File: src/ssc_pkg.sv
`timescale 1ns / 1ps
// ----------------------------------------------------------------------------
// ssc_pkg
// Shared types and constants of the stack sort checker.
// ----------------------------------------------------------------------------
package ssc_pkg;

   localparam int START_BITS = 16;
   localparam int SEEN_BITS  = 17;
   localparam logic [SEEN_BITS-1:0] SEEN_MAX = {SEEN_BITS{1'b1}};

   typedef enum logic [1:0] {
      ST_IDLE,
      ST_POP,
      ST_VERDICT
   } ssc_state_type;

   typedef struct packed {
      logic end_of_run;
      logic sorted_ok;
      logic is_verdict;
   } ssc_flags_type;

endpackage

File: src/ssc_ram.sv
`timescale 1ns / 1ps
// ----------------------------------------------------------------------------
// ssc_ram
// Generic single-port-write, single-port-read RAM with registered read data.
// ----------------------------------------------------------------------------
module ssc_ram #(
   parameter int WIDTH = 16,
   parameter int DEPTH = 32
) (
   input  logic                     clock,
   input  logic                     wr_en,
   input  logic [$clog2(DEPTH)-1:0] wr_addr,
   input  logic [WIDTH-1:0]         wr_data,
   input  logic                     rd_en,
   input  logic [$clog2(DEPTH)-1:0] rd_addr,
   output logic [WIDTH-1:0]         rd_data
);

   logic [WIDTH-1:0] mem_ff [DEPTH];
   logic [WIDTH-1:0] rd_data_ff;

   always_ff @(posedge clock) begin
      if (wr_en) begin
         mem_ff[wr_addr] <= wr_data;
      end
      if (rd_en) begin
         rd_data_ff <= mem_ff[rd_addr];
      end
   end

   assign rd_data = rd_data_ff;

endmodule

File: src/ssc_out_reg.sv
`timescale 1ns / 1ps
// ----------------------------------------------------------------------------
// ssc_out_reg
// Result register of the response channel; frees as the transaction is taken.
// ----------------------------------------------------------------------------
module ssc_out_reg
   import ssc_pkg::*;
#(
   parameter int VALUE_BITS = 16
) (
   input  logic                                clock,
   input  logic                                reset,
   input  logic                                load,
   input  logic [VALUE_BITS-1:0]               load_value,
   input  ssc_flags_type                       load_flags,
   output logic                                can_load,
   output logic                                rsp_tvalid,
   input  logic                                rsp_tready,
   output logic [((VALUE_BITS+7)/8)*8-1:0]     rsp_tdata,
   output logic [1:0]                          rsp_tuser,
   output logic                                rsp_tlast
);

   localparam int DATA_W = ((VALUE_BITS + 7) / 8) * 8;

   logic                  valid_ff, valid_in;
   logic [VALUE_BITS-1:0] value_ff;
   ssc_flags_type         flags_ff;

   assign can_load = !valid_ff || rsp_tready;

   always_comb begin
      valid_in = valid_ff;
      if (load) begin
         valid_in = 1'b1;
      end else if (rsp_tready) begin
         valid_in = 1'b0;
      end
   end

   always_ff @(posedge clock) begin
      if (reset) begin
         valid_ff <= 1'b0;
      end else begin
         valid_ff <= valid_in;
      end
   end

   always_ff @(posedge clock) begin
      if (load) begin
         value_ff <= load_value;
         flags_ff <= load_flags;
      end
   end

   assign rsp_tvalid = valid_ff;
   assign rsp_tdata  = DATA_W'(value_ff);
   assign rsp_tuser  = {flags_ff.sorted_ok, flags_ff.is_verdict};
   assign rsp_tlast  = flags_ff.end_of_run;

endmodule

File: src/stack_sort_checker_core.sv
`timescale 1ns / 1ps
// ----------------------------------------------------------------------------
// stack_sort_checker_core
// One-stack sortability check of a permutation, stack held in a RAM.
// ----------------------------------------------------------------------------
// Usage:
//   req_* carries one value of the sequence per transaction; req_tlast marks
//   the final value. rsp_* returns the values in sorted order as they leave,
//   then one verdict transaction after the final value (tdata zero, tuser[0]
//   set, tuser[1] the verdict). rsp_tlast marks the last result of an input.
//   csr_wen/csr_wdata write the start value; write only while idle.
// Timing:
//   An input is taken only in the idle state. Popped values are emitted from
//   the pop state; the first comes from the top register while the RAM reads
//   the entry below it. The verdict is emitted from the verdict state. Each
//   value is popped at most once. The first result is registered and appears
//   in the cycle after acceptance.
// Reset:
//   Synchronous, clears the run state and sets the start value to 1. The
//   stack RAM needs no clearing; only entries below the count are read.
// Back-pressure:
//   A held result stalls the controller; no input is taken until the result
//   register can accept the next result.
// ----------------------------------------------------------------------------
module stack_sort_checker_core
   import ssc_pkg::*;
#(
   parameter int STACK_DEPTH = 32,
   parameter int VALUE_BITS  = 16
) (
   input  logic                                clock,
   input  logic                                reset,
   input  logic                                csr_wen,
   input  logic [START_BITS-1:0]               csr_wdata,
   input  logic                                req_tvalid,
   output logic                                req_tready,
   // in_value
   input  logic [((VALUE_BITS+7)/8)*8-1:0]     req_tdata,
   input  logic                                req_tlast,
   output logic                                rsp_tvalid,
   input  logic                                rsp_tready,
   // out_value
   output logic [((VALUE_BITS+7)/8)*8-1:0]     rsp_tdata,
   // sorted_ok (bit 1), is_verdict (bit 0)
   output logic [1:0]                          rsp_tuser,
   output logic                                rsp_tlast
);

   localparam int CNT_W  = $clog2(STACK_DEPTH + 1);
   localparam int ADDR_W = $clog2(STACK_DEPTH);
   localparam int EXP_W  = (VALUE_BITS > START_BITS ? VALUE_BITS : START_BITS) + 1;
   localparam int CMP_W  = (EXP_W > SEEN_BITS ? EXP_W : SEEN_BITS) + 2;

   ssc_state_type         state_ff, state_in;
   logic [CNT_W-1:0]      count_ff, count_in;
   logic [EXP_W-1:0]      exp_ff, exp_in;
   logic [SEEN_BITS-1:0]  seen_ff, seen_in;
   logic                  failed_ff, failed_in;
   logic                  last_ff, last_in;
   logic [START_BITS-1:0] start_ff, start_in;
   logic [VALUE_BITS-1:0] top_ff, top_in;
   logic [VALUE_BITS-1:0] pend_ff, pend_in;

   logic                  wr_en, rd_en;
   logic [ADDR_W-1:0]     wr_addr, rd_addr;
   logic [VALUE_BITS-1:0] rd_data;

   logic                  emit, can_emit;
   logic [VALUE_BITS-1:0] emit_value;
   ssc_flags_type         emit_flags;

   logic [VALUE_BITS-1:0] in_value;
   logic                  accept, more, ok;

   assign in_value = req_tdata[VALUE_BITS-1:0];
   assign accept   = req_tvalid && req_tready;
   assign ok       = !failed_ff && (count_ff == '0) &&
                     (CMP_W'(exp_ff) == CMP_W'(start_ff) + CMP_W'(seen_ff));

   ssc_ram #(
      .WIDTH(VALUE_BITS),
      .DEPTH(STACK_DEPTH)
   ) u_stack_ram (
      .clock  (clock),
      .wr_en  (wr_en),
      .wr_addr(wr_addr),
      .wr_data(top_ff),
      .rd_en  (rd_en),
      .rd_addr(rd_addr),
      .rd_data(rd_data)
   );

   ssc_out_reg #(
      .VALUE_BITS(VALUE_BITS)
   ) u_out_reg (
      .clock     (clock),
      .reset     (reset),
      .load      (emit),
      .load_value(emit_value),
      .load_flags(emit_flags),
      .can_load  (can_emit),
      .rsp_tvalid(rsp_tvalid),
      .rsp_tready(rsp_tready),
      .rsp_tdata (rsp_tdata),
      .rsp_tuser (rsp_tuser),
      .rsp_tlast (rsp_tlast)
   );

   always_comb begin
      state_in   = state_ff;
      count_in   = count_ff;
      exp_in     = exp_ff;
      seen_in    = seen_ff;
      failed_in  = failed_ff;
      last_in    = last_ff;
      start_in   = start_ff;
      top_in     = top_ff;
      pend_in    = pend_ff;
      wr_en      = 1'b0;
      wr_addr    = ADDR_W'(count_ff - CNT_W'(1));
      rd_en      = 1'b0;
      rd_addr    = ADDR_W'(count_ff - CNT_W'(2));
      emit       = 1'b0;
      emit_value = '0;
      emit_flags = '0;
      more       = 1'b0;
      req_tready = 1'b0;

      case (state_ff)
         ST_IDLE: begin
            req_tready = can_emit;
            if (accept) begin
               last_in = req_tlast;
               if (seen_ff != SEEN_MAX) begin
                  seen_in = seen_ff + SEEN_BITS'(1);
               end
               state_in = req_tlast ? ST_VERDICT : ST_IDLE;
               if (!failed_ff) begin
                  if (EXP_W'(in_value) == exp_ff) begin
                     more       = (count_ff != '0) &&
                                  (EXP_W'(top_ff) == exp_ff + EXP_W'(1));
                     emit       = 1'b1;
                     emit_value = in_value;
                     emit_flags.end_of_run = !more && !req_tlast;
                     exp_in     = exp_ff + EXP_W'(1);
                     if (more) begin
                        pend_in  = top_ff;
                        count_in = count_ff - CNT_W'(1);
                        exp_in   = exp_ff + EXP_W'(2);
                        rd_en    = (count_ff >= CNT_W'(2));
                        state_in = ST_POP;
                     end
                  end else if ((count_ff != '0) && (top_ff < in_value)) begin
                     failed_in = 1'b1;
                  end else if (count_ff >= CNT_W'(STACK_DEPTH)) begin
                     failed_in = 1'b1;
                  end else begin
                     wr_en    = (count_ff != '0);
                     top_in   = in_value;
                     count_in = count_ff + CNT_W'(1);
                  end
               end
            end
         end
         ST_POP: begin
            if (can_emit) begin
               more       = (count_ff != '0) && (EXP_W'(rd_data) == exp_ff);
               emit       = 1'b1;
               emit_value = pend_ff;
               emit_flags.end_of_run = !more && !last_ff;
               top_in     = rd_data;
               if (more) begin
                  pend_in  = rd_data;
                  count_in = count_ff - CNT_W'(1);
                  exp_in   = exp_ff + EXP_W'(1);
                  rd_en    = (count_ff >= CNT_W'(2));
               end else begin
                  state_in = last_ff ? ST_VERDICT : ST_IDLE;
               end
            end
         end
         ST_VERDICT: begin
            if (can_emit) begin
               emit                  = 1'b1;
               emit_flags.is_verdict = 1'b1;
               emit_flags.sorted_ok  = ok;
               emit_flags.end_of_run = 1'b1;
               count_in  = '0;
               exp_in    = EXP_W'(start_ff);
               seen_in   = '0;
               failed_in = 1'b0;
               last_in   = 1'b0;
               state_in  = ST_IDLE;
            end
         end
         default: begin
            state_in = ST_IDLE;
         end
      endcase

      if (csr_wen) begin
         start_in = csr_wdata;
         if (seen_ff == '0) begin
            exp_in = EXP_W'(csr_wdata);
         end
      end
   end

   always_ff @(posedge clock) begin
      if (reset) begin
         state_ff  <= ST_IDLE;
         count_ff  <= '0;
         exp_ff    <= EXP_W'(1);
         seen_ff   <= '0;
         failed_ff <= 1'b0;
         last_ff   <= 1'b0;
         start_ff  <= START_BITS'(1);
      end else begin
         state_ff  <= state_in;
         count_ff  <= count_in;
         exp_ff    <= exp_in;
         seen_ff   <= seen_in;
         failed_ff <= failed_in;
         last_ff   <= last_in;
         start_ff  <= start_in;
      end
   end

   always_ff @(posedge clock) begin
      top_ff  <= top_in;
      pend_ff <= pend_in;
   end

endmodule

File: config.mk
export PLATFORM = sky130hd
export DESIGN_NAME = stack_sort_checker_core
export DESIGN_NICKNAME = d
export VERILOG_FILES = /design/src/ssc_pkg.sv /design/src/ssc_ram.sv /design/src/ssc_out_reg.sv /design/src/stack_sort_checker_core.sv
export SDC_FILE = /design/constraint.sdc
export NUM_CORES = 1
export LEC_CHECK = 0
export ABC_CLOCK_PERIOD_IN_PS = 4000
export BUFFER_PORTS_ARGS = -buffer_cell sky130_fd_sc_hd__buf_2
export CORE_MARGIN = 2
export CORE_UTILIZATION = 57
export DETAILED_ROUTE_END_ITERATION = 7
export GPL_TIMING_DRIVEN = 0
export PLACE_DENSITY = 0.76
export SETUP_SLACK_MARGIN = 0.1
export SLEW_MARGIN = 10
export SYNTH_ARGS = -nofsm -noshare
export SYNTH_HDL_FRONTEND = slang
export SYNTH_HIERARCHICAL = 1
export SYNTH_SLANG_ARGS = --single-unit
File: constraint.sdc
create_clock -name clock -period 4 [get_ports clock]
set_input_delay 0.2 -clock clock [delete_from_list [all_inputs] [get_ports clock]]
set_output_delay 0.2 -clock clock [all_outputs]
set_load 0.03 [all_outputs]
Yosys cells after proc, flatten, opt, wreduce, memory -nomap -nowiden
Memories as Yosys holds them, arrays and structs flattened. A register that Yosys moved wholly into a read port is not among the register bits.
Cells that the tools add are included.
Operators by class
  $add $sub $neg: 7
  order comparisons: 3
  equal/unequal tests: 22
  mux-type cells: 91
  reduce and logical (&&, ||, !) cells: 31
Operator list (count)
  16-bit 2-to-1 mux: 16
  17-bit 2-to-1 mux: 12
  16-bit one-hot mux with 2 select lines: 3
  6-bit 2-to-1 mux: 9
  16-bit by 17-bit equality test with 1-bit output: 3
  17-bit one-hot mux with 3 select lines: 1
  17-bit by 1-bit adder with 17-bit output (second input constant): 2
  17-bit one-hot mux with 2 select lines: 1
  1-bit 2-to-1 mux: 32
  2-bit inequality test (second input constant): 12
  16-bit by 17-bit adder with 18-bit output: 1
  17-bit by 18-bit equality test with 1-bit output: 1
  2-bit 2-to-1 mux: 9
  6-bit one-hot mux with 3 select lines: 1
  17-bit by 2-bit adder with 17-bit output (second input constant): 1
  17-bit zero test: 1
  17-bit inequality test (second input constant): 1
  16-bit less-than comparator: 1
  7-bit AND reduction: 2
  3-bit inequality test (second input constant): 3
  9-bit AND reduction: 1
  1-bit logical AND: 8
  1-bit one-hot mux with 2 select lines: 4
  4-bit AND reduction: 2
  20 further kinds: 27
Word-level totals
  register bits after elaboration: 112
  RAM bits: 512
  input bits: 38
  output and inout port bits: 21
  word-level logic and storage cells: 169
  memories kept: 1
Memories
  u_stack_ram.mem_ff: words 32, width 16, read ports 1, clocked after memory_dff 1, write ports 1, RTL line ssc_ram.sv:19  | logic [WIDTH-1:0] mem_ff [DEPTH];

Depth between registers and ports, before layout
Gate-level depths: netlist of the first run.
  word-level depth: 10
  mapped depth: 12
  gate-level depth less buffers: 12

Cells and area by module
Netlist of the first run, hierarchy kept.
Modules (own cells, without submodules)
  ssc_ram: instances 1, cells each 1143, area an instance 20694.8 um^2, seq. area each 15855.2 um^2
  stack_sort_checker_core: instances 1, cells each 1086, area an instance 8320.5 um^2, seq. area each 2162.1 um^2
  ssc_out_reg: instances 1, cells each 23, area an instance 616.8 um^2, seq. area each 590.6 um^2

Worst setup path after synthesis of the first run
OpenSTA, ideal clock, no wires.
  kind: register -> register
  start: register top_ff[11]
  end: register pend_ff[0], enable pin
  library setup time: 417 ps
  arrival time: 3757 ps
  required time: 3583 ps
  path slack: -174 ps
  stages on the path, launching flop included: 9
  buffers on the path: 0
  period minus slack after synthesis: 4174 ps
  cells stage by stage: edfxtp_1 -> xnor2_1 -> a2111o_1 -> nand3_1 -> o2111ai_2 -> or2_2 -> nor2_1 -> nand3_1 -> a221oi_1
On the way
  word-level cells in the longest chain between the ends: 4
RTL lines
  start, declared: RTL line stack_sort_checker_core.sv:61  | logic [VALUE_BITS-1:0] top_ff, top_in;
  start signal, assigned: RTL line stack_sort_checker_core.sv:230  | top_ff <= top_in;
  16-bit by 17-bit equality test with 1-bit output: RTL line stack_sort_checker_core.sv:141  | (EXP_W'(top_ff) == exp_ff + EXP_W'(1));
  1-bit logical AND: RTL line stack_sort_checker_core.sv:140  | more = (count_ff != '0) &&
  2-bit inequality test (no source line)
  7-bit AND reduction (no source line)
  end signal, assigned: RTL line stack_sort_checker_core.sv:231  | pend_ff <= pend_in;
  end, declared: RTL line stack_sort_checker_core.sv:62  | logic [VALUE_BITS-1:0] pend_ff, pend_in;
No other way between the ends.
A chain may end at the register's enable or synchronous reset.

Worst setup path after layout of the first run
  start: register top_ff[11]
  end: memory u_stack_ram.mem_ff[4][6], enable pin
On the way
  word-level cells in the longest chain between the ends: 9
RTL lines
  16-bit less-than comparator: RTL line stack_sort_checker_core.sv:153  | end else if ((count_ff != '0) && (top_ff < in_value)) begin
  1-bit logical AND: RTL line stack_sort_checker_core.sv:153
  1-bit 2-to-1 mux: RTL line stack_sort_checker_core.sv:153
  1-bit 2-to-1 mux: RTL line stack_sort_checker_core.sv:139  | if (EXP_W'(in_value) == exp_ff) begin
  1-bit 2-to-1 mux: RTL line stack_sort_checker_core.sv:138  | if (!failed_ff) begin
  1-bit 2-to-1 mux: RTL line stack_sort_checker_core.sv:132  | if (accept) begin
  1-bit 2-to-1 mux: RTL line stack_sort_checker_core.sv:129  | case (state_ff)
  net wr_en: RTL line stack_sort_checker_core.sv:64  | logic wr_en, rd_en;
  1-bit 2-to-1 mux: RTL line ssc_ram.sv:23  | if (wr_en) begin
  1-bit 2-to-1 mux (implied by the code): RTL line ssc_ram.sv:24  | mem_ff[wr_addr] <= wr_data;
  end, declared: RTL line ssc_ram.sv:19
The timed path passes the listed nets, and every way through them passes these cells.

==> results of run 1 <==
[layout by cell type, fill, tap and decap left out, types with 9 or more instances in the layout]
master / n
clkbuf_16: 68
a211oi_1: 9
xnor2_1: 40
edfxtp_1: 579
inv_1: 66
dlygate4sd3_1: 20
nor4_1: 20
nand4_1: 45
or3_1: 11
dfxtp_1: 60
a31oi_1: 27
nand3_1: 64
buf_12: 14
ha_1: 45
buf_4: 52
nor2_1: 103
o21ai_0: 103
and3_1: 13
clkinv_1: 15
clkinv_2: 12
a21oi_1: 80
buf_6: 18
mux2i_1: 283
nor2b_1: 11
nand2_1: 135
xor2_1: 63
nor2_4: 27
a22oi_1: 67
nor3_1: 47
nor2_2: 11
buf_8: 21
a22o_1: 32
clkbuf_1: 64
a221oi_1: 9
a21o_1: 9
buf_2: 93
[layout make-up]
class	count	area (um^2)	share of cell area (%)
Antenna cell	1	2.502	0.007260
Buffer	139	869.6	2.523
Clock buffer	81	1750	5.078
Clock inverter	42	483.0	1.401
Inverter	68	256.5	0.7441
Multi-Input combinational cell	1404	10220	29.65
Sequential cell	640	18610	53.99
Tap cell	680	850.8	2.468
Timing Repair Buffer	150	1428	4.142
[sequential cells by signal, summed over array words and instances, names as in the netlist, 16 cells and up]
signal	count
u_stack_ram/rd_data	16
u_out_reg/rsp_tdata	16
seen_ff	17
pend_ff	16
start_ff	16
top_ff	16
u_stack_ram/mem_ff	512
exp_ff	17
[cells by family after synthesis]
family / count (synthesis) / synth area share, %
buf+inv: 208 / 3.766
flops: 640 / 62.80
simple gates: 547 / 9.159
mux: 289 / 9.800
fa+ha+maj: 49 / 2.077
compound gates: 414 / 9.298
xor+xnor: 105 / 3.104
[power groups by stage]
| stage | clock, mW | combinational, mW | sequential (mW) |
|---|---|---|---|
| 2_1_floorplan | 0 | 2.07 | 7.92 |
| 3_3_place_gp | 0 | 2.99 | 8.08 |
| 3_5_place_dp | 0 | 3.31 | 7.95 |
| 4_1_cts | 6.36 | 3.57 | 7.69 |
| 5_1_grt | 6.65 | 3.84 | 7.71 |
| 6_report | 6.32 | 3.69 | 7.70 |
[metrics by stage]
| stage | setup WS (ns) | instance area [um^2] |
|---|---|---|
| 2_1_floorplan | 0.1350 | 29640 |
| 3_3_place_gp | -1.787 | 30780 |
| 3_5_place_dp | -1.439 | 31380 |
| 4_1_cts | 0.1179 | 34390 |
| 5_1_grt | 0.08100 | 34470 |
| 6_report | 0.1716 | 34470 |
[worst paths after layout]
| path | start | to | slack, ns |
|---|---|---|---|
| setup reg to reg | top_ff[11] | u_stack_ram/mem_ff[4][6] | 0.17 |
| hold reg to reg | pend_ff[4] | u_out_reg/rsp_tdata[4] | 0.53 |
| setup / recovery | top_ff[11] | u_stack_ram/mem_ff[4][6] | 0.17 |
| hold / removal | req_tdata[9] | top_ff[9] | 0.03 |
[critical path: stages, from the launching register on]
cell and delay, ns:
edfxtp_1 0.59, ha_1 0.42, nand4_1 0.12, a21oi_1 0.17
nand3_1 0.12, o21ai_0 0.36, o21ai_0 0.25, nor3b_2 0.22
buf_4 0.17, or3b_4 0.55, nor2_4 0.32, buf_6 0.21
[layer usage]
layer	part of all wire (%)	vias to the layer above	track usage, %	wire, um
met4	5.0	0	15.36	4372
met3	10	290	6.201	8951
met5	0	-	0	0
li1	-	9026	-	-
met1	38	10297	42.15	32870
met2	47	1305	52.37	40750
[what timing repair did]
action / in CTS / in global routing
hold buffers: 20 / 0
gates resized for setup: 41 / 21
pin swaps: 12 / 4
endpoints found under the setup margin: 548 / 160
hold endpoints to repair: 23 / 0
setup buffers: 36 / 5
==> results by group, run 1 <==
Routing
  • Routed via count: 20,918
  • Vias per cell: between 6 and 7
  • Detailed Routing Iterations Pass 1: 7
  • Residual DRC: 0
  • Final wirelength: approximately 87,000 um
  • Iter 0 DRT Violations: roughly 2,700
  • Routed Antenna Nets: 0
  • Average wire per standard cell: 27.13 um

Timing
  • TNS Setup: 0 ns
  • Max-slew headroom: 24.68%
  • Max Freq: roughly 260 MHz
  • Worst Max-Slew Pin Slew: 1.126 ns
  • WHS: 0.03012 ns
  • Min Clock Period, post-route: roughly 3.8 ns
  • Final Hold Vio Count: 0
  • RSZ-0062 raised after global routing: false
  • Final Setup Violations: 0
  • Fin. max-slew vios: 0
  • Final Cycle Share: a little over nine tenths
  • Clk_skew: 0.02225 ns

Worst setup path
  • Worst setup SP type: register
  • Setup crit end kind: register
  • R2R depth: 11
  • Crit path DAT: 4.13 ns
  • Critical Path RT: about 4.3 ns
  • WS Path Type: reg -> reg
  • Crit Path Max Fanout: 9

Logic synthesis
  • Post-synth cell types: between 80 and 90
  • Fraction of registers with async set/reset: 0%
  • Synthesized cell area: between 20,000 and 30,000 um^2
  • Post-synthesis sequential area ratio: 62.80%
  • Top_reg_cell synth: edfxtp_1
  • EDFF count, synth: 579
  • Synth Register Bits: 640
  • Share of the synthesized area in the top cell type: 58.67%
  • Yosys top cell by area: edfxtp_1
  • Synth Net Count: between 2,000 and 2,500
  • Top cells by count, synth: edfxtp_1 (579), mux2i_1 (283), nor2_1 (139), nand2_1 (135), o21ai_0 (104)
  • Synthesis Warnings: 6
  • Largest cells by area after synthesis: edfxtp_1 (59%), mux2i_1 (9.6%), dfxtp_1 (4.1%)
  • Syn avg cell area: 13.16 um^2
  • Count leader, synth: edfxtp_1
  • Syn Inst Count: 2,252

Clocking
  • Bufs on Longest Clock Path: 3
  • Htree depth: 3
  • Num CTS Buffers: 68
  • Root Driver: clkbuf_16
  • Clock slew seen by the registers of the worst setup and hold paths: 0.06 ns
  • CTS sink count: 640
  • Clk_lat worst skew: 0.62 ns
  • Clock tree from TritonCTS: yes

Global routing
  • GRT Overall Usage: 32.32%
  • Largest net degree at the start of global routing: 26
  • Number of global-route vias before repair: ~20,000
  • First-pass GRT wire length: 127,300 um
  • Grt ovf: 0
  • Antenna violations before repair: 1

Floorplanning
  • Initial core utilization: between 50% and 60%
  • Die area: 53,830 um^2
  • I/O pin count: 59
  • Vertical die dimension: 232.0 um
  • Row cnt: 83
  • Die W: 232.0 um
  • Core area: between 50,000 and 60,000 um^2

Power
  • Peak supply drop: 0.4181 mV
  • Leak pwr: 11.83 nW
  • PwrDens: slightly above 500 nW/um^2
  • Switching part of the total: 29.07%
  • Pwr Total: 17.71 mW
  • Logic pwr share: 20.8%
  • Clock power frac: 35.7%
  • P_int: 12.56 mW
  • Reg power frac: 43.5%
  • P_sw: between 5 and 6 mW

Place
  • Placer Congestion: 1.044
  • Dpl cells: slightly above 3,000
  • Hpwl dp: 60,250 um
  • I/O Buffers: 57

Worst hold path
  • Hold Path Class: in -> reg
  • Hold path depth: 3

Outcome
  • Outcome: finished, final reports clean

Final layout
  • P&R area growth vs syn: 16.32%
  • Fillers: about 3,600
  • Layout cell share with drive strength beyond 1: 15.29%
  • Util after Layout: 67.05%
  • Fin nets: between 2,000 and 3,000
  • Post-Layout Cell Count: about 3,200

Job
  • Max-cap violations: 0
Note: power is estimated with default switching activity, not from simulation.
==> inputs of run 2 (changes only) <==
==> constraint.sdc (replaced) <==
create_clock -name clock -period 4 [get_ports clock]
set_input_delay 0.8 -clock clock [delete_from_list [all_inputs] [get_ports clock]]
set_output_delay 0.8 -clock clock [all_outputs]
set_load 0.03 [all_outputs]
==> results by group, run 2 (synthesis gave the netlist of run 1 again) <==
Outcome
  • Outcome: finished, violations left
  • Failing checks: DRC

Final layout
  • Largest registers: u_stack_ram/mem_ff: 512 flops, exp_ff: 17 flops, seen_ff: 17 flops
  • Commonest non-fill, non-tap cell in the layout: edfxtp_1
  • Fillers: 3,603
  • Largest reg by FF count: u_stack_ram/mem_ff
  • Area of the multi-input gates: 10,250 um^2
  • Post-Layout Cell Count: between 3,000 and 4,000
  • Register area: 18,610 um^2
  • Layout cell share with drive strength beyond 1: 15.43%
  • Most frequent cells in the layout: edfxtp_1 (579), mux2i_1 (283), nand2_1 (135), o21ai_0 (103), nor2_1 (102)
  • # diodes: 0
  • P&R area growth vs syn: 16.15%
  • Max reg flops: 512
  • Fin nets: roughly 2,500

Power
  • PwrDens: a little over 500 nW/um^2
  • Switching part of the total: 29.08%
  • P_sw: 5.121 mW
  • Clock power frac: 35.2%
  • Logic pwr share: around a fifth
  • Leak pwr: 11.80 nW
  • Reg power frac: 43.9%
  • Pwr Total: 17.61 mW
  • Peak supply drop: 0.5713 mV
  • P_int: about 12 mW

Job
  • Max-cap violations: 0

Worst hold path
  • Hold Path Class: in -> reg
  • Hold path depth: 3

Routing
  • Vias per cell: 6.583
  • Average wire per standard cell: 27.99 um
  • Routed Antenna Nets: 0
  • Routed via count: 20,941
  • Iter 0 DRT Violations: 2,676
  • Detailed Routing Iterations Pass 1: 8
  • Final wirelength: 89,040 um
  • Residual DRC: 1

Timing
  • Worst Max-Slew Pin Slew: 1.277 ns
  • Clk_skew: 0.02287 ns
  • Final Cycle Share: 95.69%
  • TNS Setup: 0 ns
  • RSZ-0062 raised after global routing: false
  • Final Setup Violations: 0
  • Min Clock Period, post-route: 3.828 ns
  • Final Hold Vio Count: 0
  • WHS: 0.4737 ns
  • Max-slew headroom: 14.55%
  • Fin. max-slew vios: 0
  • Max Freq: ~260 MHz

Floorplanning
  • Die area: 53,830 um^2
  • Row cnt: slightly above 80
  • Die W: 232.0 um
  • Initial core utilization: between 50% and 60%
  • Core area: 51,410 um^2
  • Vertical die dimension: 232.0 um
  • I/O pin count: 59

Clocking
  • Bufs on Longest Clock Path: 3
  • Clock tree from TritonCTS: yes
  • Root Driver: clkbuf_16
  • Htree depth: 3
  • Num CTS Buffers: between 60 and 70
  • Clock slew seen by the registers of the worst setup and hold paths: 0.06 ns
  • Clk_lat worst skew: 0.61 ns
  • CTS sink count: 640

Worst setup path
  • Crit Path Max Fanout: 15
  • R2R depth: 12
  • Worst setup SP type: register
  • Crit path DAT: 4.12 ns
  • Critical Path RT: 4.29 ns
  • Setup crit end kind: register
  • WS Path Type: reg -> reg

Place
  • Placer Congestion: about 0.98
  • Dpl cells: 3,020
  • I/O Buffers: 57
  • Hpwl dp: 61,270 um

Global routing
  • Grt ovf: 0
  • GRT Overall Usage: roughly a third
  • Number of global-route vias before repair: between 20,000 and 25,000
  • First-pass GRT wire length: between 100,000 and 150,000 um
  • Antenna violations before repair: 1
  • Largest net degree at the start of global routing: 23
[run 2: area by class of cell]
class	instances	area share, %
flip-flops and latches	640	54.07
inverters	68	0.7453
well taps	680	2.472
clock inverters	32	1.003
repair buffers	135	4.130
plain buffers	139	2.541
multi-input cells	1404	29.78
clock buffers	83	5.260
[run 2: power by group through the flow]
stage | Sequential (mW) | Combinational (mW) | Clock [mW]
finish | 7.73 | 3.69 | 6.19
global route | 7.74 | 3.85 | 6.48
CTS | 7.73 | 3.55 | 6.24
detailed placement | 7.93 | 3.38 | 0
global placement | 8.09 | 3.00 | 0
floorplan | 7.92 | 2.07 | 0
[run 2: layer usage]
layer | share of wire, % | vias up | GRT usage [%]
li1 | - | 8997 | -
met5 | 0 | - | 0
met1 | 39 | 10342 | 44.66
met2 | 46 | 1345 | 52.66
met3 | 9.8 | 257 | 5.673
met4 | 4.9 | 0 | 15.02
[run 2: repair_timing]
| item | CTS | global route |
|---|---|---|
| pin swaps | 18 | 6 |
| setup endpoints to repair | 561 | 327 |
| setup buffers | 35 | 12 |
| hold buffers | 0 | 0 |
| resized for setup | 43 | 15 |
[run 2: final timing paths]
path / start / to / slack, ns
worst max-delay path: exp_ff[13] / u_stack_ram/mem_ff[0][15] / 0.17
worst min-delay path: csr_wdata[7] / start_ff[7] / 0.47
worst max register to register: exp_ff[13] / u_stack_ram/mem_ff[0][15] / 0.17
worst min register to register: u_out_reg/rsp_tvalid / u_out_reg/rsp_tvalid / 0.50
[run 2: worst max-delay path, cell delays in order, from the launching register on]
cell and delay (ns):
dfxtp_1 0.30, clkbuf_1 0.45, xor2_1 0.24, nor4_2 0.08
nand3_1 0.10, or4_4 0.16, clkbuf_1 0.42, o21ai_0 0.34
nor3b_2 0.24, buf_4 0.17, or3b_4 0.55, nor2_2 0.22
buf_8 0.20
[run 2: metrics by stage]
stage / setup slack, ns / cell area [um^2] / util [%]
after floorplan: 0.1103 / 29670 / -
after global placement: -2.000 / 30800 / 59.92
after detailed placement: -1.716 / 31460 / 61.20
after CTS: 0.1230 / 34240 / 66.61
after global routing: 0.09693 / 34420 / 66.95
final: 0.1724 / 34420 / 66.95
